## src/hw/rtl/snfcs_pkg.sv

```systemverilog
// shared types and constants for the spi nor flash command sequencer
`default_nettype none

package snfcs_pkg;

  // request codes carried on in_tuser
  typedef enum logic [2:0] {
    OP_TICK   = 3'd0,
    OP_READ   = 3'd1,
    OP_PROG   = 3'd2,
    OP_BYTE   = 3'd3,
    OP_SECT   = 3'd4,
    OP_BULK   = 3'd5,
    OP_STAT   = 3'd6,
    OP_UNUSED = 3'd7
  } op_t;

  typedef enum logic [2:0] {
    PH_IDLE  = 3'd0,
    PH_START = 3'd1,
    PH_SHIFT = 3'd2,
    PH_STOP  = 3'd3,
    PH_WAIT  = 3'd4
  } phase_t;

  typedef enum logic [1:0] {
    FR_WREN = 2'd0,
    FR_MAIN = 2'd1,
    FR_POLL = 2'd2,
    FR_WRDI = 2'd3
  } frame_t;

  typedef enum logic [1:0] {
    FIN_NONE    = 2'd0,
    FIN_OK      = 2'd1,
    FIN_TIMEOUT = 2'd2,
    FIN_RSVD    = 2'd3
  } fin_t;

  typedef enum logic [2:0] {
    CFG_BUSY_MASK = 3'd0,
    CFG_POLL_IVL  = 3'd1,
    CFG_TO_PROG   = 3'd2,
    CFG_TO_SECT   = 3'd3,
    CFG_TO_BULK   = 3'd4
  } cfg_idx_t;

  localparam logic [7:0] CMD_READ = 8'h03;
  localparam logic [7:0] CMD_PP   = 8'h02;
  localparam logic [7:0] CMD_SE   = 8'hD8;
  localparam logic [7:0] CMD_BE   = 8'hC7;
  localparam logic [7:0] CMD_RDSR = 8'h05;
  localparam logic [7:0] CMD_WREN = 8'h06;
  localparam logic [7:0] CMD_WRDI = 8'h04;

  localparam logic [7:0]  RST_BUSY_MASK = 8'd1;
  localparam logic [15:0] RST_POLL_IVL  = 16'd1000;
  localparam logic [31:0] RST_TO_PROG   = 32'd100000;
  localparam logic [31:0] RST_TO_SECT   = 32'd10000000;
  localparam logic [31:0] RST_TO_BULK   = 32'd200000000;

endpackage

`default_nettype wire

```

## src/hw/rtl/spi_nor_flash_command_sequencer.sv

```systemverilog
// spi mode-0 command sequencer for serial nor flash, one half sck per word
`default_nettype none

// Each input word is one half period of SCK (or, while idle, a request that only
// latches) and produces exactly one output word with the pin levels after that
// step. A word enters an input register, the sequencer state advances in one
// pass of logic and the result lands in an output register, so the block takes
// one word per clock cycle whenever the output side is not stalled. The state
// update of the frame/bit/poll sequencer, done in one pass of logic, sets this
// rate. Program data is offered with a program-byte word whenever want_byte is
// high; SCK holds low until it arrives.
module spi_nor_flash_command_sequencer
  import snfcs_pkg::*;
#(
  parameter int ADDR_BYTES = 3
) (
  input  wire logic        clk,
  input  wire logic        rst_n,
  // operation[2:0]
  input  wire logic [2:0]  in_tuser,
  // address[23:0], length[48:24], write_byte[56:49], miso[57], zero fill
  input  wire logic [63:0] in_tdata,
  input  wire logic        in_tvalid,
  output logic             in_tready,
  // cs_n[0], sclk[1], mosi[2], read_byte[10:3], read_valid[11], want_byte[12],
  // busy_res[13], finish[15:14]
  output logic [15:0]      out_tdata,
  output logic             out_tlast,
  output logic             out_tvalid,
  input  wire logic        out_tready,
  input  wire logic        cfg_we,
  input  wire logic [2:0]  cfg_index,
  input  wire logic [31:0] cfg_wdata
);

  localparam int POS_W = $clog2(ADDR_BYTES + 2);

  // configuration
  logic [7:0]  busy_mask_r;
  logic [15:0] poll_ivl_r;
  logic [31:0] to_prog_r, to_sect_r, to_bulk_r;

  always_ff @(posedge clk) begin
    if (!rst_n) begin
      busy_mask_r <= RST_BUSY_MASK;
      poll_ivl_r  <= RST_POLL_IVL;
      to_prog_r   <= RST_TO_PROG;
      to_sect_r   <= RST_TO_SECT;
      to_bulk_r   <= RST_TO_BULK;
    end else if (cfg_we) begin
      case (cfg_idx_t'(cfg_index))
        CFG_BUSY_MASK: busy_mask_r <= cfg_wdata[7:0];
        CFG_POLL_IVL:  poll_ivl_r  <= cfg_wdata[15:0];
        CFG_TO_PROG:   to_prog_r   <= cfg_wdata;
        CFG_TO_SECT:   to_sect_r   <= cfg_wdata;
        CFG_TO_BULK:   to_bulk_r   <= cfg_wdata;
        default: ;
      endcase
    end
  end

  // input register
  logic        in_v_r;
  op_t         in_op_r;
  logic [23:0] in_addr_r;
  logic [24:0] in_len_r;
  logic [7:0]  in_wbyte_r;
  logic        in_miso_r;
  logic        out_v_r;
  logic [15:0] out_data_r;
  logic        out_last_r;
  logic        adv;
  logic        in_acc;

  assign adv       = in_v_r && (!out_v_r || out_tready);
  assign in_tready = !in_v_r || adv;
  assign in_acc    = in_tvalid && in_tready;

  always_ff @(posedge clk) begin
    if (!rst_n) begin
      in_v_r <= 1'b0;
    end else if (in_acc) begin
      in_v_r <= 1'b1;
    end else if (adv) begin
      in_v_r <= 1'b0;
    end
  end

  always_ff @(posedge clk) begin
    if (in_acc) begin
      in_op_r    <= op_t'(in_tuser);
      in_addr_r  <= in_tdata[23:0];
      in_len_r   <= in_tdata[48:24];
      in_wbyte_r <= in_tdata[56:49];
      in_miso_r  <= in_tdata[57];
    end
  end

  // sequencer state
  phase_t             phase_r, phase_nxt;
  frame_t             frame_r, frame_nxt;
  logic [POS_W-1:0]   pos_r, pos_nxt;
  logic [2:0]         bit_r, bit_nxt;
  logic               half_r, half_nxt;
  logic [7:0]         shift_r, shift_nxt;
  logic [24:0]        left_r, left_nxt;
  logic [23:0]        addr_r, addr_nxt;
  op_t                kind_r, kind_nxt;
  logic [31:0]        budget_r, budget_nxt;
  logic [15:0]        pcnt_r, pcnt_nxt;
  logic               cs_r, cs_nxt;
  logic               sck_r, sck_nxt;
  logic               mosi_r, mosi_nxt;
  logic [7:0]         bbyte_r, bbyte_nxt;
  logic               bvalid_r, bvalid_nxt;
  logic               cdata_r, cdata_nxt;
  logic               ready_r, ready_nxt;
  logic               tmo_r, tmo_nxt;
  logic               buf_stall;

  // frame shape from current state
  logic               addr_kind;
  logic [POS_W-1:0]   hlen;
  logic               has_data;
  logic [POS_W-1:0]   hb_i;
  logic [1:0]         hb_sel;
  logic [31:0]        addr_ext;
  logic [7:0]         hdr_byte;
  logic [15:0]        ivl;
  logic [31:0]        wait_w;
  logic [7:0]         shifted;

  assign addr_kind = (kind_r == OP_READ) || (kind_r == OP_PROG) || (kind_r == OP_SECT);
  assign hlen      = (frame_r == FR_MAIN && addr_kind) ? POS_W'(ADDR_BYTES + 1) : POS_W'(1);
  assign has_data  = (frame_r == FR_POLL) ||
                     (frame_r == FR_MAIN &&
                      (kind_r == OP_READ || kind_r == OP_PROG || kind_r == OP_STAT));
  assign hb_i      = pos_r - POS_W'(1);
  assign hb_sel    = 2'(POS_W'(ADDR_BYTES - 1) - hb_i);
  // leading byte of a four-byte address is zero
  assign addr_ext  = {8'h00, addr_r};
  assign shifted   = {shift_r[6:0], in_miso_r};

  always_comb begin
    if (pos_r == '0) begin
      case (frame_r)
        FR_WREN: hdr_byte = CMD_WREN;
        FR_WRDI: hdr_byte = CMD_WRDI;
        FR_POLL: hdr_byte = CMD_RDSR;
        default: begin
          case (kind_r)
            OP_READ: hdr_byte = CMD_READ;
            OP_PROG: hdr_byte = CMD_PP;
            OP_SECT: hdr_byte = CMD_SE;
            OP_BULK: hdr_byte = CMD_BE;
            default: hdr_byte = CMD_RDSR;
          endcase
        end
      endcase
    end else if (hb_i < POS_W'(ADDR_BYTES)) begin
      hdr_byte = addr_ext[hb_sel*8 +: 8];
    end else begin
      hdr_byte = 8'h00;
    end
  end

  assign ivl    = (poll_ivl_r == 16'd0) ? 16'd1 : poll_ivl_r;
  assign wait_w = (budget_r < {16'd0, ivl}) ? budget_r : {16'd0, ivl};

  // next state
  always_comb begin
    phase_nxt  = phase_r;
    frame_nxt  = frame_r;
    pos_nxt    = pos_r;
    bit_nxt    = bit_r;
    half_nxt   = half_r;
    shift_nxt  = shift_r;
    left_nxt   = left_r;
    addr_nxt   = addr_r;
    kind_nxt   = kind_r;
    budget_nxt = budget_r;
    pcnt_nxt   = pcnt_r;
    cs_nxt     = cs_r;
    sck_nxt    = sck_r;
    mosi_nxt   = mosi_r;
    bbyte_nxt  = bbyte_r;
    bvalid_nxt = bvalid_r;
    cdata_nxt  = cdata_r;
    ready_nxt  = ready_r;
    tmo_nxt    = tmo_r;
    buf_stall  = 1'b0;
    if (adv) begin
      if (phase_r == PH_IDLE) begin
        if (in_op_r == OP_READ || in_op_r == OP_PROG || in_op_r == OP_SECT ||
            in_op_r == OP_BULK || in_op_r == OP_STAT) begin
          kind_nxt   = in_op_r;
          addr_nxt   = in_addr_r;
          tmo_nxt    = 1'b0;
          ready_nxt  = 1'b0;
          bvalid_nxt = 1'b0;
          budget_nxt = 32'd0;
          phase_nxt  = PH_START;
          case (in_op_r)
            OP_READ: begin
              frame_nxt = FR_MAIN;
              left_nxt  = in_len_r;
            end
            OP_STAT: begin
              frame_nxt = FR_MAIN;
              left_nxt  = 25'd1;
            end
            OP_PROG: begin
              frame_nxt  = FR_WREN;
              left_nxt   = in_len_r;
              budget_nxt = to_prog_r;
            end
            OP_SECT: begin
              frame_nxt  = FR_WREN;
              left_nxt   = 25'd0;
              budget_nxt = to_sect_r;
            end
            default: begin
              frame_nxt  = FR_WREN;
              left_nxt   = 25'd0;
              budget_nxt = to_bulk_r;
            end
          endcase
        end
      end else begin
        // program byte offer lands in the one-word buffer
        if (in_op_r == OP_BYTE && kind_r == OP_PROG &&
            (frame_r == FR_WREN || frame_r == FR_MAIN) && left_r != 25'd0 && !bvalid_r) begin
          bbyte_nxt  = in_wbyte_r;
          bvalid_nxt = 1'b1;
        end
        case (phase_r)
          PH_START: begin
            cs_nxt    = 1'b0;
            sck_nxt   = 1'b0;
            mosi_nxt  = 1'b0;
            pos_nxt   = '0;
            bit_nxt   = 3'd0;
            half_nxt  = 1'b0;
            phase_nxt = PH_SHIFT;
          end
          PH_SHIFT: begin
            if (!half_r) begin
              sck_nxt = 1'b0;
              if (bit_r == 3'd0) begin
                if (pos_r < hlen) begin
                  shift_nxt = hdr_byte;
                  cdata_nxt = 1'b0;
                end else if (frame_r == FR_MAIN && kind_r == OP_PROG) begin
                  if (bvalid_nxt) begin
                    shift_nxt  = bbyte_nxt;
                    bvalid_nxt = 1'b0;
                    left_nxt   = left_r - 25'd1;
                    cdata_nxt  = 1'b1;
                  end else begin
                    buf_stall = 1'b1;
                  end
                end else begin
                  shift_nxt = 8'h00;
                  left_nxt  = left_r - 25'd1;
                  cdata_nxt = 1'b1;
                end
              end
              // stall with sck low while the program buffer is empty
              if (!buf_stall) begin
                mosi_nxt = shift_nxt[7];
                half_nxt = 1'b1;
              end
            end else begin
              sck_nxt   = 1'b1;
              shift_nxt = shifted;
              bit_nxt   = bit_r + 3'd1;
              half_nxt  = 1'b0;
              if (bit_r == 3'd7) begin
                if (cdata_r) begin
                  if (frame_r == FR_POLL) begin
                    ready_nxt = (shifted & busy_mask_r) == 8'h00;
                  end
                end else begin
                  pos_nxt = pos_r + POS_W'(1);
                end
                if (!((pos_nxt < hlen) || (has_data && left_r != 25'd0))) begin
                  phase_nxt = PH_STOP;
                end
              end
            end
          end
          PH_STOP: begin
            cs_nxt   = 1'b1;
            sck_nxt  = 1'b0;
            mosi_nxt = 1'b0;
            if (frame_r == FR_WREN) begin
              frame_nxt = FR_MAIN;
              phase_nxt = PH_START;
            end else if (frame_r == FR_MAIN && (kind_r == OP_READ || kind_r == OP_STAT)) begin
              phase_nxt = PH_IDLE;
            end else if (frame_r == FR_WRDI) begin
              phase_nxt = PH_IDLE;
            end else if (frame_r == FR_POLL && ready_r) begin
              frame_nxt = FR_WRDI;
              phase_nxt = PH_START;
            end else if (budget_r == 32'd0) begin
              // budget spent: close out with write disable
              tmo_nxt   = 1'b1;
              frame_nxt = FR_WRDI;
              phase_nxt = PH_START;
            end else begin
              budget_nxt = budget_r - wait_w;
              pcnt_nxt   = wait_w[15:0];
              phase_nxt  = PH_WAIT;
            end
          end
          PH_WAIT: begin
            if (pcnt_r != 16'd0) begin
              pcnt_nxt = pcnt_r - 16'd1;
            end
            if (pcnt_r <= 16'd1) begin
              frame_nxt = FR_POLL;
              left_nxt  = 25'd1;
              phase_nxt = PH_START;
            end
          end
          default: phase_nxt = PH_IDLE;
        endcase
      end
    end
  end

  // result word
  logic        rvalid;
  logic        rlast;
  logic        want;
  fin_t        fin;
  logic [15:0] res_data;

  always_comb begin
    rvalid = phase_r == PH_SHIFT && half_r && bit_r == 3'd7 && cdata_r &&
             frame_r != FR_POLL && kind_r != OP_PROG;
    rlast  = rvalid && left_r == 25'd0;
    fin    = FIN_NONE;
    if (phase_r == PH_STOP) begin
      if (frame_r == FR_MAIN && (kind_r == OP_READ || kind_r == OP_STAT)) begin
        fin = FIN_OK;
      end else if (frame_r == FR_WRDI) begin
        fin = tmo_r ? FIN_TIMEOUT : FIN_OK;
      end
    end
    want = phase_nxt != PH_IDLE && kind_nxt == OP_PROG &&
           (frame_nxt == FR_WREN || frame_nxt == FR_MAIN) &&
           left_nxt != 25'd0 && !bvalid_nxt;
    res_data = {fin, phase_nxt != PH_IDLE, want, rvalid,
                rvalid ? shifted : 8'h00, mosi_nxt, sck_nxt, cs_nxt};
  end

  always_ff @(posedge clk) begin
    if (!rst_n) begin
      phase_r  <= PH_IDLE;
      frame_r  <= FR_WREN;
      pos_r    <= '0;
      bit_r    <= 3'd0;
      half_r   <= 1'b0;
      shift_r  <= 8'h00;
      left_r   <= 25'd0;
      addr_r   <= 24'd0;
      kind_r   <= OP_TICK;
      budget_r <= 32'd0;
      pcnt_r   <= 16'd0;
      cs_r     <= 1'b1;
      sck_r    <= 1'b0;
      mosi_r   <= 1'b0;
      bbyte_r  <= 8'h00;
      bvalid_r <= 1'b0;
      cdata_r  <= 1'b0;
      ready_r  <= 1'b0;
      tmo_r    <= 1'b0;
    end else begin
      phase_r  <= phase_nxt;
      frame_r  <= frame_nxt;
      pos_r    <= pos_nxt;
      bit_r    <= bit_nxt;
      half_r   <= half_nxt;
      shift_r  <= shift_nxt;
      left_r   <= left_nxt;
      addr_r   <= addr_nxt;
      kind_r   <= kind_nxt;
      budget_r <= budget_nxt;
      pcnt_r   <= pcnt_nxt;
      cs_r     <= cs_nxt;
      sck_r    <= sck_nxt;
      mosi_r   <= mosi_nxt;
      bbyte_r  <= bbyte_nxt;
      bvalid_r <= bvalid_nxt;
      cdata_r  <= cdata_nxt;
      ready_r  <= ready_nxt;
      tmo_r    <= tmo_nxt;
    end
  end

  // output register
  always_ff @(posedge clk) begin
    if (!rst_n) begin
      out_v_r <= 1'b0;
    end else if (adv) begin
      out_v_r <= 1'b1;
    end else if (out_tready) begin
      out_v_r <= 1'b0;
    end
  end

  always_ff @(posedge clk) begin
    if (adv) begin
      out_data_r <= res_data;
      out_last_r <= rlast;
    end
  end

  assign out_tvalid = out_v_r;
  assign out_tdata  = out_data_r;
  assign out_tlast  = out_last_r;

endmodule

`default_nettype wire

```

## config.mk

```make
export PLATFORM = sky130hd
export DESIGN_NAME = spi_nor_flash_command_sequencer
export DESIGN_NICKNAME = d
export VERILOG_FILES = /design/src/hw/rtl/snfcs_pkg.sv /design/src/hw/rtl/spi_nor_flash_command_sequencer.sv
export SDC_FILE = /design/constraint.sdc
export NUM_CORES = 1
export LEC_CHECK = 0
export ABC_AREA = 1
export BUFFER_PORTS_ARGS = -buffer_cell sky130_fd_sc_hd__buf_2
export CAP_MARGIN = 5
export CORE_ASPECT_RATIO = 1.4
export CORE_MARGIN = 3
export CORE_UTILIZATION = 40
export DETAILED_ROUTE_END_ITERATION = 10
export SETUP_SLACK_MARGIN = 0.05
export SLEW_MARGIN = 20
export SYNTH_ARGS = -nofsm -noshare
export SYNTH_HDL_FRONTEND = slang
export SYNTH_SLANG_ARGS = --single-unit
```

## constraint.sdc

```tcl
create_clock -name clk -period 4.5 [get_ports clk]
set_clock_uncertainty 0.15 [all_clocks]
set_input_delay 1.125 -clock clk [delete_from_list [all_inputs] [get_ports clk]]
set_output_delay 1.125 -clock clk [all_outputs]
set_load 0.03 [all_outputs]
```

## Word level (Yosys, flattened, before mapping)

Cells that the tools add are included.

- Input bits: 107
- Output and inout port bits: 19
- Logic and storage cells: 321
- Register bits: 335

- Add/sub/neg operators: 7
- Order comparisons: 5
- Multiplexer cells: 136
- Shift-type cells: 1
- Bitwise logic cells: 5
- Reductions and logical operators: 87
- Equal/unequal tests: 43

Operator list:

| kind | count |
|---|---|
| 32-bit 2-to-1 mux | 9 |
| 25-bit 2-to-1 mux | 9 |
| 16-bit 2-to-1 mux | 7 |
| 25-bit case mux with 2 select lines | 2 |
| 32-bit case mux with 3 select lines | 1 |
| 3-bit 2-to-1 mux | 25 |
| 8-bit 2-to-1 mux | 8 |
| 1-bit 2-to-1 mux | 54 |
| 25-bit nonzero test | 2 |
| 32-bit logical NOT | 1 |
| 32-bit by 16-bit less-than comparator with 1-bit output | 1 |
| 16-bit case mux with 2 select lines | 1 |
| 8-bit case mux with 4 select lines | 1 |
| 32-bit by 6-bit indexed part select with 8-bit output | 1 |
| 32-bit subtractor | 1 |
| 2-bit != test, second input constant | 14 |
| 3-bit == test, second input constant | 9 |
| 25-bit logical NOT | 1 |
| 25-bit by 1-bit subtractor with 25-bit output, second input constant | 1 |
| 3-bit by 2-bit == test with 1-bit output, second input constant | 8 |
| 8-bit case mux with 3 select lines | 1 |
| 2-bit nonzero test | 12 |
| 1-bit logical AND | 22 |
| 2-bit 2-to-1 mux | 10 |
| 38 further kinds | 83 |

## Depth between registers and ports, before layout

Gate-level depths: netlist (run 1).

- Depth after elaboration: 21
- Depth in mapped cells: 36
- Mapped depth without buffers: 34

## Worst setup path after synthesis (run 1)

Ideal clock, no wire load.

- Path kind: register -> register
- Start point: register poll_ivl_r[9]
- End point: register budget_r[30]
- Stages on the path, launching flop included: 27
- Path slack: 0.593 ns
- Setup time: 0.122 ns
- Data required time: 4.228 ns
- Path buffers: 2
- Data arrival time: 3.635 ns
- Path through: dfxtp_1 inv_1 ha_1 a21oi_1 nand3b_1 a21oi_1 nor3_4 nand2_4 buf_6 clkbuf_1 o21ai_0 ha_1 fa_1 nor2_1 a211oi_1 o21ai_0 nand3_1 nand2_1 nand2_1 nand2_2 nand2_1 nand2_4 nand2_1 nand2_1 nand2_1 nand3_1 a21oi_2

- Word-level cells in the longest chain between the ends: 12

RTL lines:

| element | line | RTL |
|---|---|---|
| from (decl) | spi_nor_flash_command_sequencer.sv:40 | `logic [15:0] poll_ivl_r;` |
| from (signal assigned) | spi_nor_flash_command_sequencer.sv:53 | `CFG_POLL_IVL: poll_ivl_r <= cfg_wdata[15:0];` |
| 16-bit logical NOT | spi_nor_flash_command_sequencer.sv:167 | `assign ivl = (poll_ivl_r == 16'd0) ? 16'd1 : poll_ivl_r;` |
| 16-bit 2-to-1 mux (*) | spi_nor_flash_command_sequencer.sv:167 |  |
| 32-bit by 16-bit less-than comparator with 1-bit output | spi_nor_flash_command_sequencer.sv:168 | `assign wait_w = (budget_r < {16'd0, ivl}) ? budget_r : {16'd0, ivl};` |
| 32-bit 2-to-1 mux (*) | spi_nor_flash_command_sequencer.sv:168 |  |
| 32-bit subtractor (*) | spi_nor_flash_command_sequencer.sv:312 | `budget_nxt = budget_r - wait_w;` |
| 32-bit 2-to-1 mux (*) | spi_nor_flash_command_sequencer.sv:306 | `end else if (budget_r == 32'd0) begin` |
| 32-bit 2-to-1 mux (*) | spi_nor_flash_command_sequencer.sv:303 | `end else if (frame_r == FR_POLL && ready_r) begin` |
| 32-bit 2-to-1 mux (*) | spi_nor_flash_command_sequencer.sv:301 | `end else if (frame_r == FR_WRDI) begin` |
| 32-bit 2-to-1 mux (*) | spi_nor_flash_command_sequencer.sv:299 | `end else if (frame_r == FR_MAIN && (kind_r == OP_READ \|\| kind_r == OP_STAT)) begin` |
| 32-bit 2-to-1 mux (*) | spi_nor_flash_command_sequencer.sv:296 | `if (frame_r == FR_WREN) begin` |
| 32-bit 2-to-1 mux (*) | spi_nor_flash_command_sequencer.sv:236 | `case (phase_r)` |
| 32-bit 2-to-1 mux (*) | spi_nor_flash_command_sequencer.sv:193 | `if (phase_r == PH_IDLE) begin` |
| to (signal assigned) | spi_nor_flash_command_sequencer.sv:390 | `budget_r <= budget_nxt;` |
| to (decl) | spi_nor_flash_command_sequencer.sv:109 | `logic [31:0] budget_r, budget_nxt;` |

Every way passes the cells marked *; elsewhere a longest branch is shown, timed or not. The select of a mux whose other input is x is not followed.
A chain may end at the register's enable or synchronous reset.

## Worst setup path in the final report (run 1)

- Start point: register budget_r[16]
- End point: register budget_r[29]

- Word-level cells in the longest chain between the ends: 10

RTL lines:

| element | line |
|---|---|
| 32-bit by 16-bit less-than comparator with 1-bit output | spi_nor_flash_command_sequencer.sv:168 |
| 32-bit 2-to-1 mux | spi_nor_flash_command_sequencer.sv:168 |
| 32-bit subtractor | spi_nor_flash_command_sequencer.sv:312 |
| 32-bit 2-to-1 mux | spi_nor_flash_command_sequencer.sv:306 |
| 32-bit 2-to-1 mux | spi_nor_flash_command_sequencer.sv:303 |
| 32-bit 2-to-1 mux | spi_nor_flash_command_sequencer.sv:301 |
| 32-bit 2-to-1 mux | spi_nor_flash_command_sequencer.sv:299 |
| 32-bit 2-to-1 mux | spi_nor_flash_command_sequencer.sv:296 |
| 32-bit 2-to-1 mux | spi_nor_flash_command_sequencer.sv:236 |
| 32-bit 2-to-1 mux | spi_nor_flash_command_sequencer.sv:193 |

Parallel ways exist; a longest one is shown, timed or not. The select of a mux whose other input is x is not followed.

==> flow_metrics.py, run 1 <==
metrics = {
    "synthesis": {
        "postSynthRegisterBits": 335,
        "yosysWarningCount": 0,
        "synth.distinct_cells": 60,
        "async_reset_ff_frac": 0,
        "post_synth_inst_count": 2443,
        "postSynthAreaPerCell_sq_um": 7.23,
        "synth_edf_count": 78,
        "main_flop_type_after_synthesis": "dfxtp_1",
        "mappedNetlistNets": 2587,
        "syn-cell-area_sq_um": 17700,
        "ys_seq_area_frac": 0.424,
    },
    "critical_path": {
        "worst_r2r_startpoint": "budget_r[16]$_SDFFE_PN0P_",
        "r2r_setup_slack_ps": 380,
        "data_required_time_at_the_worst_endpoint_ps": 4810,
        "critPathLaunch": "budget_r[16]$_SDFFE_PN0P_",
        "reg2reg_to": "budget_r[29]$_SDFFE_PN0P_",
        "worst-setup-path-type": "reg2reg",
        "worstPathArrival_ps": 4430,
        "worst_setup_path_start_kind": "register",
        "r2r_cells": 26,
        "worstSetupEndpointType": "register",
        "crit_path_max_fanout": 10,
        "crit_end": "budget_r[29]$_SDFFE_PN0P_",
    },
    "floorplanning": {
        "die-area_sq_um": 46700,
        "design.core.area_sq_um": 43400,
        "dieHeight_microns": 255,
        "design.portCount": 126,
        "row_count": 90,
        "start_util": 0.407,
        "die-width_microns": 184,
    },
    "timing": {
        "hold_viol_final": 0,
        "setup_repair_after_global_routing_missed_its_margin": "false",
        "timing.max_slew.rel_slack": 0.301,
        "layout_setup_ws_ps": 378,
        "period_minus_slack_ps": 4120,
        "timing_worst_slew_pin_value_ps": 1050,
        "finalMaxSlewViolations": 0,
        "report.final.setup_viol": 0,
        "finalSetupTns_ps": 0,
        "achievable-frequency_mhz": 243,
        "timing.final.crit_share": 0.916,
    },
    "cts": {
        "path_clk_slew_ps": 60,
        "cts-root-to-sink-buffers": 3,
        "clock_buffer_count_from_cts": 36,
        "clkLatencyLatePin_ps": 540,
        "ctsHtreeMaxLevel": 2,
        "tritoncts_num_sinks": 335,
        "cts_tree": "done",
        "clock-root-buffer": "clkbuf_16",
        "cts_hold_buf": 0,
    },
    "placed_design": {
        "dp_worst_setup_slack_ps": 208,
        "hpwl_after_detailed_placement_microns": 39000,
        "numPortBuffers": 119,
        "place.gp.congestion": 0.955,
        "placed_cell_area_sq_um": 18800,
    },
    "route": {
        "vias_per_cell": 5.38,
        "number_of_nets_still_failing_antenna_checks_after_routing": 0,
        "drc_violations_left": 0,
        "drt-pass1-iter-count": 6,
        "via_count": 16700,
        "drt_first_iter_violations": 1248,
        "avgRoutedWirePerCell_microns": 17.7,
        "wl_microns": 55100,
    },
    "pwr": {
        "internal_power_mw": 5.55,
        "switching_share": 0.292,
        "comb_power_share": 0.179,
        "net-switching-power_mw": 2.29,
        "p_total_mw": 7.84,
        "vdd_drop_max_mv": 0.331,
        "power-per-cell-area_nw_per_um2": 390,
        "power.share.sequential": 0.421,
        "part_of_the_power_in_the_clock_network": 0.399,
        "static-leakage-power_nw": 8.75,
    },
    "flow_run": {
        "reported_max_cap_violation_count": 0,
    },
    "finish": {
        "share_of_cells_above_drive_strength_1": 0.117,
        "final_design_area_no_fill_sq_um": 20100,
        "syn_to_final_growth_pct": 13.9,
        "finalNetCount": 2672,
    },
    "grt": {
        "global_route.usage.total": 0.233,
        "globalRoute.totalOverflow": 0,
        "grt_antenna_before_repair": 2,
        "maximum_number_of_pins_on_one_net_before_global_route_repair": 144,
        "grt_pass1_wl_microns": 87200,
        "number_of_global_route_vias_before_repair": 16200,
    },
    "run_status": {
        "run_status": "finished clean",
    },
    "min_path": {
        "worst_hold_path_type": "reg2reg",
    },
}
-- flip-flops by register name, indices dropped and copies added (netlist names), 2 cells and up --
| signal | count |
|---|---|
| addr_r | 24 |
| bbyte_r | 8 |
| bit_r | 3 |
| budget_r | 32 |
| busy_mask_r | 8 |
| frame_r | 2 |
| in_addr_r | 24 |
| in_len_r | 25 |
| in_op_r | 3 |
| in_wbyte_r | 8 |
| kind_r | 3 |
| left_r | 25 |
| out_tdata | 16 |
| pcnt_r | 16 |
| phase_r | 3 |
| poll_ivl_r | 16 |
| pos_r | 3 |
| shift_r | 8 |
| to_bulk_r | 32 |
| to_prog_r | 32 |
| to_sect_r | 32 |
-- layout by cell type (no fill, tap or decap), drive strengths merged, types with 23 or more instances in the layout --
| cell type | count |
|---|---|
| nand2 | 417 |
| clkinv | 23 |
| ha | 36 |
| edfxtp | 78 |
| nand3 | 168 |
| nor3 | 31 |
| dfxtp | 257 |
| a21oi | 199 |
| o211ai | 48 |
| inv | 251 |
| nor2 | 412 |
| buf | 159 |
| clkbuf | 46 |
| o21ai | 261 |
-- layout make-up --
type | instances | area (sq um)
Timing Repair Buffer | 159 | 918
Fill cell | 4344 | 23300
Inverter | 261 | 981
Tap cell | 552 | 691
Multi-Input combinational cell | 1735 | 8770
Sequential cell | 335 | 7490
Antenna cell | 1 | 2.50
Clock buffer | 46 | 1010
Clock inverter | 19 | 234
-- power by group through the flow --
| stage | combinational, mW | clock [mW] | sequential (mW) |
|---|---|---|---|
| after floorplan | 0.971 | 0 | 3.35 |
| after global placement | 1.37 | 0 | 3.36 |
| after detailed placement | 1.38 | 0 | 3.37 |
| after CTS | 1.39 | 3.22 | 3.30 |
| after global routing | 1.57 | 3.33 | 3.32 |
| final | 1.41 | 3.13 | 3.30 |
-- synthesized netlist by cell type, drive strengths merged, types with 3 or more instances --
cell     number  share of area
nand2       417          0.093
nor2        412          0.090
o21ai       261          0.074
dfxtp       257           0.29
inv         252          0.054
a21oi       199          0.058
nand3       168          0.050
clkbuf       96          0.021
edfxtp       78           0.13
o211ai       48          0.020
ha           36          0.026
nor3         31          0.011
nand4        22         0.0082
a211oi       21         0.0089
xor2         17         0.0089
buf          16         0.0050
a22oi        12         0.0051
nor4         11         0.0039
clkinv        9         0.0019
xnor2         9         0.0045
a22o          8         0.0040
a311oi        8         0.0040
a31oi         8         0.0028
a221oi        5         0.0025
nand3b        5         0.0023
o22ai         5         0.0018
o2111ai       4         0.0020
o31ai         4         0.0017
or2           4         0.0014
and3          3         0.0011
-- per-layer routing --
metal | GRT usage | routed length (microns) | vias up
met5 | 0 | 0 | -
met4 | 0.0899 | 1990 | 0
met3 | 0.0295 | 2780 | 100
met2 | 0.417 | 27600 | 452
met1 | 0.284 | 22800 | 7823
li1 | - | - | 8360
-- worst max-delay path: stages (launching register included) --
cell and delay (ps):
dfxtp_1 360, nor2_2 150, inv_2 80, nor2_4 130, inv_2 70, nor3_4 170
nand4_2 230, nor3_4 230, nand2_4 130, nand2_1 80, o21ai_1 80, ha_1 370
nand2_1 70, nor2_1 110, a211oi_2 60, o21ai_1 200, nand3_1 100, nand2_1 120
nand2_1 110, nand3b_1 170, nand3_1 110, nand3_1 80, nand2_1 190, nand3_1 180
nand3_1 110, nand3_1 70, a21oi_1 130
-- what timing repair did --
item                       in CTS  in global routing
setup buffers                   0                  0
setup endpoints to repair       0                 23
resized for setup               0                 10
-- kinds of logic (layout without fill, tap and decap cells) --
| kind of cell | count (synthesis) | after routing | share of synthesized area |
|---|---|---|---|
| simple gates | 1074 | 1074 | 0.261 |
| compound gates | 597 | 597 | 0.193 |
| buf+inv | 373 | 485 | 0.0812 |
| flops | 335 | 335 | 0.424 |
| fa+ha+maj | 37 | 37 | 0.0267 |
| xor+xnor | 26 | 26 | 0.0133 |
| mux | 1 | 1 | 0.000638 |
| other cells | 0 | 1 | 0 |
-- through the flow --
stage	hold WS [ps]	std cells	util
floorplan	274	2443	-
global placement	285	3042	0.434
detailed placement	293	3042	0.434
CTS	304	3107	0.463
global route	321	3107	0.463
finish	306	3108	0.464
-- worst min path at each step --
stage,startpoint,end,slack (ps),cells past startpoint
6_report,to_sect_r[14]$_SDFFE_PN0P_,to_sect_r[14]$_SDFFE_PN0P_,310,2
5_1_grt,to_bulk_r[5]$_SDFFE_PN0P_,to_bulk_r[5]$_SDFFE_PN0P_,320,2
4_1_cts,to_bulk_r[5]$_SDFFE_PN0P_,to_bulk_r[5]$_SDFFE_PN0P_,300,2
3_5_place_dp,to_bulk_r[24]$_SDFFE_PN1P_,to_bulk_r[24]$_SDFFE_PN1P_,290,2
3_3_place_gp,to_sect_r[11]$_SDFFE_PN0P_,to_sect_r[11]$_SDFFE_PN0P_,280,2
2_1_floorplan,busy_mask_r[3]$_SDFFE_PN0P_,busy_mask_r[3]$_SDFFE_PN0P_,270,2
Power figures use the tool's default switching activity.
==> run 2, diff against run 1 <==
--- a/config.mk
+++ b/config.mk
@@ -12,7 +12,8 @@
 export CORE_MARGIN = 3
 export CORE_UTILIZATION = 40
 export DETAILED_ROUTE_END_ITERATION = 10
-export SETUP_SLACK_MARGIN = 0.05
+export MAX_ROUTING_LAYER = met4
+export SETUP_SLACK_MARGIN = 0.15
 export SLEW_MARGIN = 20
 export SYNTH_ARGS = -nofsm -noshare
 export SYNTH_HDL_FRONTEND = slang
==> flow_metrics.py, run 2 (synthesized netlist as in run 1, its figures left out) <==
metrics = {
    "flow_run": {
        "reported_max_cap_violation_count": 0,
    },
    "finish": {
        "layout.cells.most_common": "nor2_1",
        "layout.cells.non_filler": 3120,
        "final_design_area_no_fill_sq_um": 20300,
        "share_of_cells_above_drive_strength_1": 0.123,
        "finalNetCount": 2683,
        "layout.cells.most_common_list": "nor2_1, nand2_1, dfxtp_1",
        "multi_input_comb_area_sq_um": 8810,
        "layout.area.seq_sq_um": 7490,
        "n_fill_cell": 4356,
        "syn_to_final_growth_pct": 14.8,
    },
    "cts": {
        "clock-root-buffer": "clkbuf_16",
        "clkLatencyLatePin_ps": 540,
        "path_clk_slew_ps": 60,
        "tritoncts_num_sinks": 335,
        "cts-root-to-sink-buffers": 3,
        "cts_tree": "done",
        "clock_buffer_count_from_cts": 37,
        "ctsHtreeMaxLevel": 2,
        "cts_hold_buf": 0,
    },
    "timing": {
        "finalSetupTns_ps": 0,
        "report.final.setup_viol": 0,
        "timing.final.crit_share": 0.908,
        "hold_viol_final": 0,
        "setup_repair_after_global_routing_missed_its_margin": "false",
        "finalMaxSlewViolations": 0,
        "period_minus_slack_ps": 4090,
        "timing_worst_slew_pin_value_ps": 1050,
        "achievable-frequency_mhz": 245,
        "timing.max_slew.rel_slack": 0.302,
    },
    "critical_path": {
        "max_stage_delay_ps": 360,
        "crit_path_max_fanout": 6,
        "crit_top_cell": "nand2_1",
        "worst_r2r_startpoint": "budget_r[16]$_SDFFE_PN0P_",
        "crit_path_top_delay_cell": "dfxtp_1",
        "worst-setup-path-type": "reg2reg",
        "worstSetupEndpointType": "register",
        "reg2reg_to": "budget_r[24]$_SDFFE_PN0P_",
        "data_required_time_at_the_worst_endpoint_ps": 4820,
        "worstPathArrival_ps": 4400,
        "r2r_cells": 26,
        "r2r_setup_slack_ps": 410,
        "worst_setup_path_start_kind": "register",
    },
    "placed_design": {
        "numPortBuffers": 119,
        "numPlacedInstances": 3045,
        "place.gp.congestion": 0.945,
        "placed_cell_area_sq_um": 18800,
        "hpwl_after_detailed_placement_microns": 39500,
    },
    "route": {
        "number_of_nets_still_failing_antenna_checks_after_routing": 0,
        "avgRoutedWirePerCell_microns": 17.7,
        "wl_microns": 55200,
        "drt-pass1-iter-count": 5,
        "drt_first_iter_violations": 1179,
        "drc_violations_left": 0,
        "via_count": 16900,
        "vias_per_cell": 5.43,
    },
    "floorplanning": {
        "dieHeight_microns": 255,
        "die-width_microns": 184,
        "row_count": 90,
        "die-area_sq_um": 46700,
        "design.portCount": 126,
        "start_util": 0.407,
        "design.core.area_sq_um": 43400,
    },
    "pwr": {
        "power-per-cell-area_nw_per_um2": 397,
        "static-leakage-power_nw": 8.83,
        "vdd_drop_max_mv": 0.292,
    },
    "grt": {
        "number_of_global_route_vias_before_repair": 16100,
        "maximum_number_of_pins_on_one_net_before_global_route_repair": 108,
        "global_route.usage.total": 0.238,
        "grt_pass1_wl_microns": 86600,
        "globalRoute.totalOverflow": 0,
        "grt_antenna_before_repair": 1,
    },
    "min_path": {
        "min_to": "to_sect_r[13]$_SDFFE_PN0P_",
        "hold_path.startpoint": "to_sect_r[13]$_SDFFE_PN0P_",
        "worst_hold_path_type": "reg2reg",
        "hold-path-cell-count": 2,
    },
    "run_status": {
        "run_status": "finished clean",
    },
}
-- run 2: power by group --
group / internal, mW / switching (mW) / total (mW) / leakage (nW)
sequential: 3.21 / 0.0912 / 3.30 / 2.84
clock: 2.02 / 1.27 / 3.29 / 0.645
combinational: 0.482 / 0.968 / 1.45 / 5.35
-- run 2: area by class of cell --
type,instances,area share
multi-input combinational,1736,0.435
timing repair buffer,168,0.0477
tap,552,0.0341
sequential,335,0.370
inverter,261,0.0484
antenna,1,0.000124
clock inverter,18,0.0126
clock buffer,49,0.0525
-- run 2: per-layer routing --
layer | wire (microns) | global-route usage | vias up | share of wire
li1 | - | - | 8389 | -
met4 | 2100 | 0.0902 | 0 | 0.038
met1 | 22900 | 0.283 | 7910 | 0.42
met2 | 27600 | 0.415 | 514 | 0.50
met3 | 2560 | 0.0271 | 123 | 0.046
met5 | 0 | - | - | 0
-- run 2: stage by stage --
stage | hold WS [ps] | total power, mW | utilization | setup slack, ps
final | 301 | 8.05 | 0.467 | 414
after detailed placement | 293 | 4.74 | 0.434 | 49.9
after global routing | 312 | 8.40 | 0.467 | 112
after CTS | 304 | 8.06 | 0.465 | 210
after global placement | 285 | 4.73 | 0.434 | 188
after floorplan | 274 | 4.32 | - | 593
-- run 2: critical path, delay by kind of cell, from the launching register on --
kind                     cells  cell delay, ps
AND/OR/NAND/NOR             19            2270
AO/OA/AOI/OAI                4             740
flip-flops                   1             360
adder cells (fa/ha/maj)      1             350
buffers and inverters        2             150
-- run 2: repair_timing --
| action | 4_1_cts | 5_1_grt |
|---|---|---|
| gates cloned | 0 | 1 |
| resized for setup | 2 | 19 |
| pin swaps | 0 | 7 |
| setup buffers | 0 | 6 |
| setup endpoints to repair | 6 | 23 |
| endpoints found under the hold margin | 0 | 0 |
-- run 2: worst max path at each step --
stage | start | endpoint | cells after the start
5_1_grt | budget_r[16]$_SDFFE_PN0P_ | budget_r[24]$_SDFFE_PN0P_ | 25
4_1_cts | budget_r[18]$_SDFFE_PN0P_ | budget_r[29]$_SDFFE_PN0P_ | 26
3_3_place_gp | budget_r[18]$_SDFFE_PN0P_ | budget_r[25]$_SDFFE_PN0P_ | 26
3_5_place_dp | budget_r[18]$_SDFFE_PN0P_ | budget_r[25]$_SDFFE_PN0P_ | 26
6_report | budget_r[16]$_SDFFE_PN0P_ | budget_r[24]$_SDFFE_PN0P_ | 26
2_1_floorplan | poll_ivl_r[9]$_SDFFE_PN1P_ | budget_r[30]$_SDFFE_PN0P_ | 26
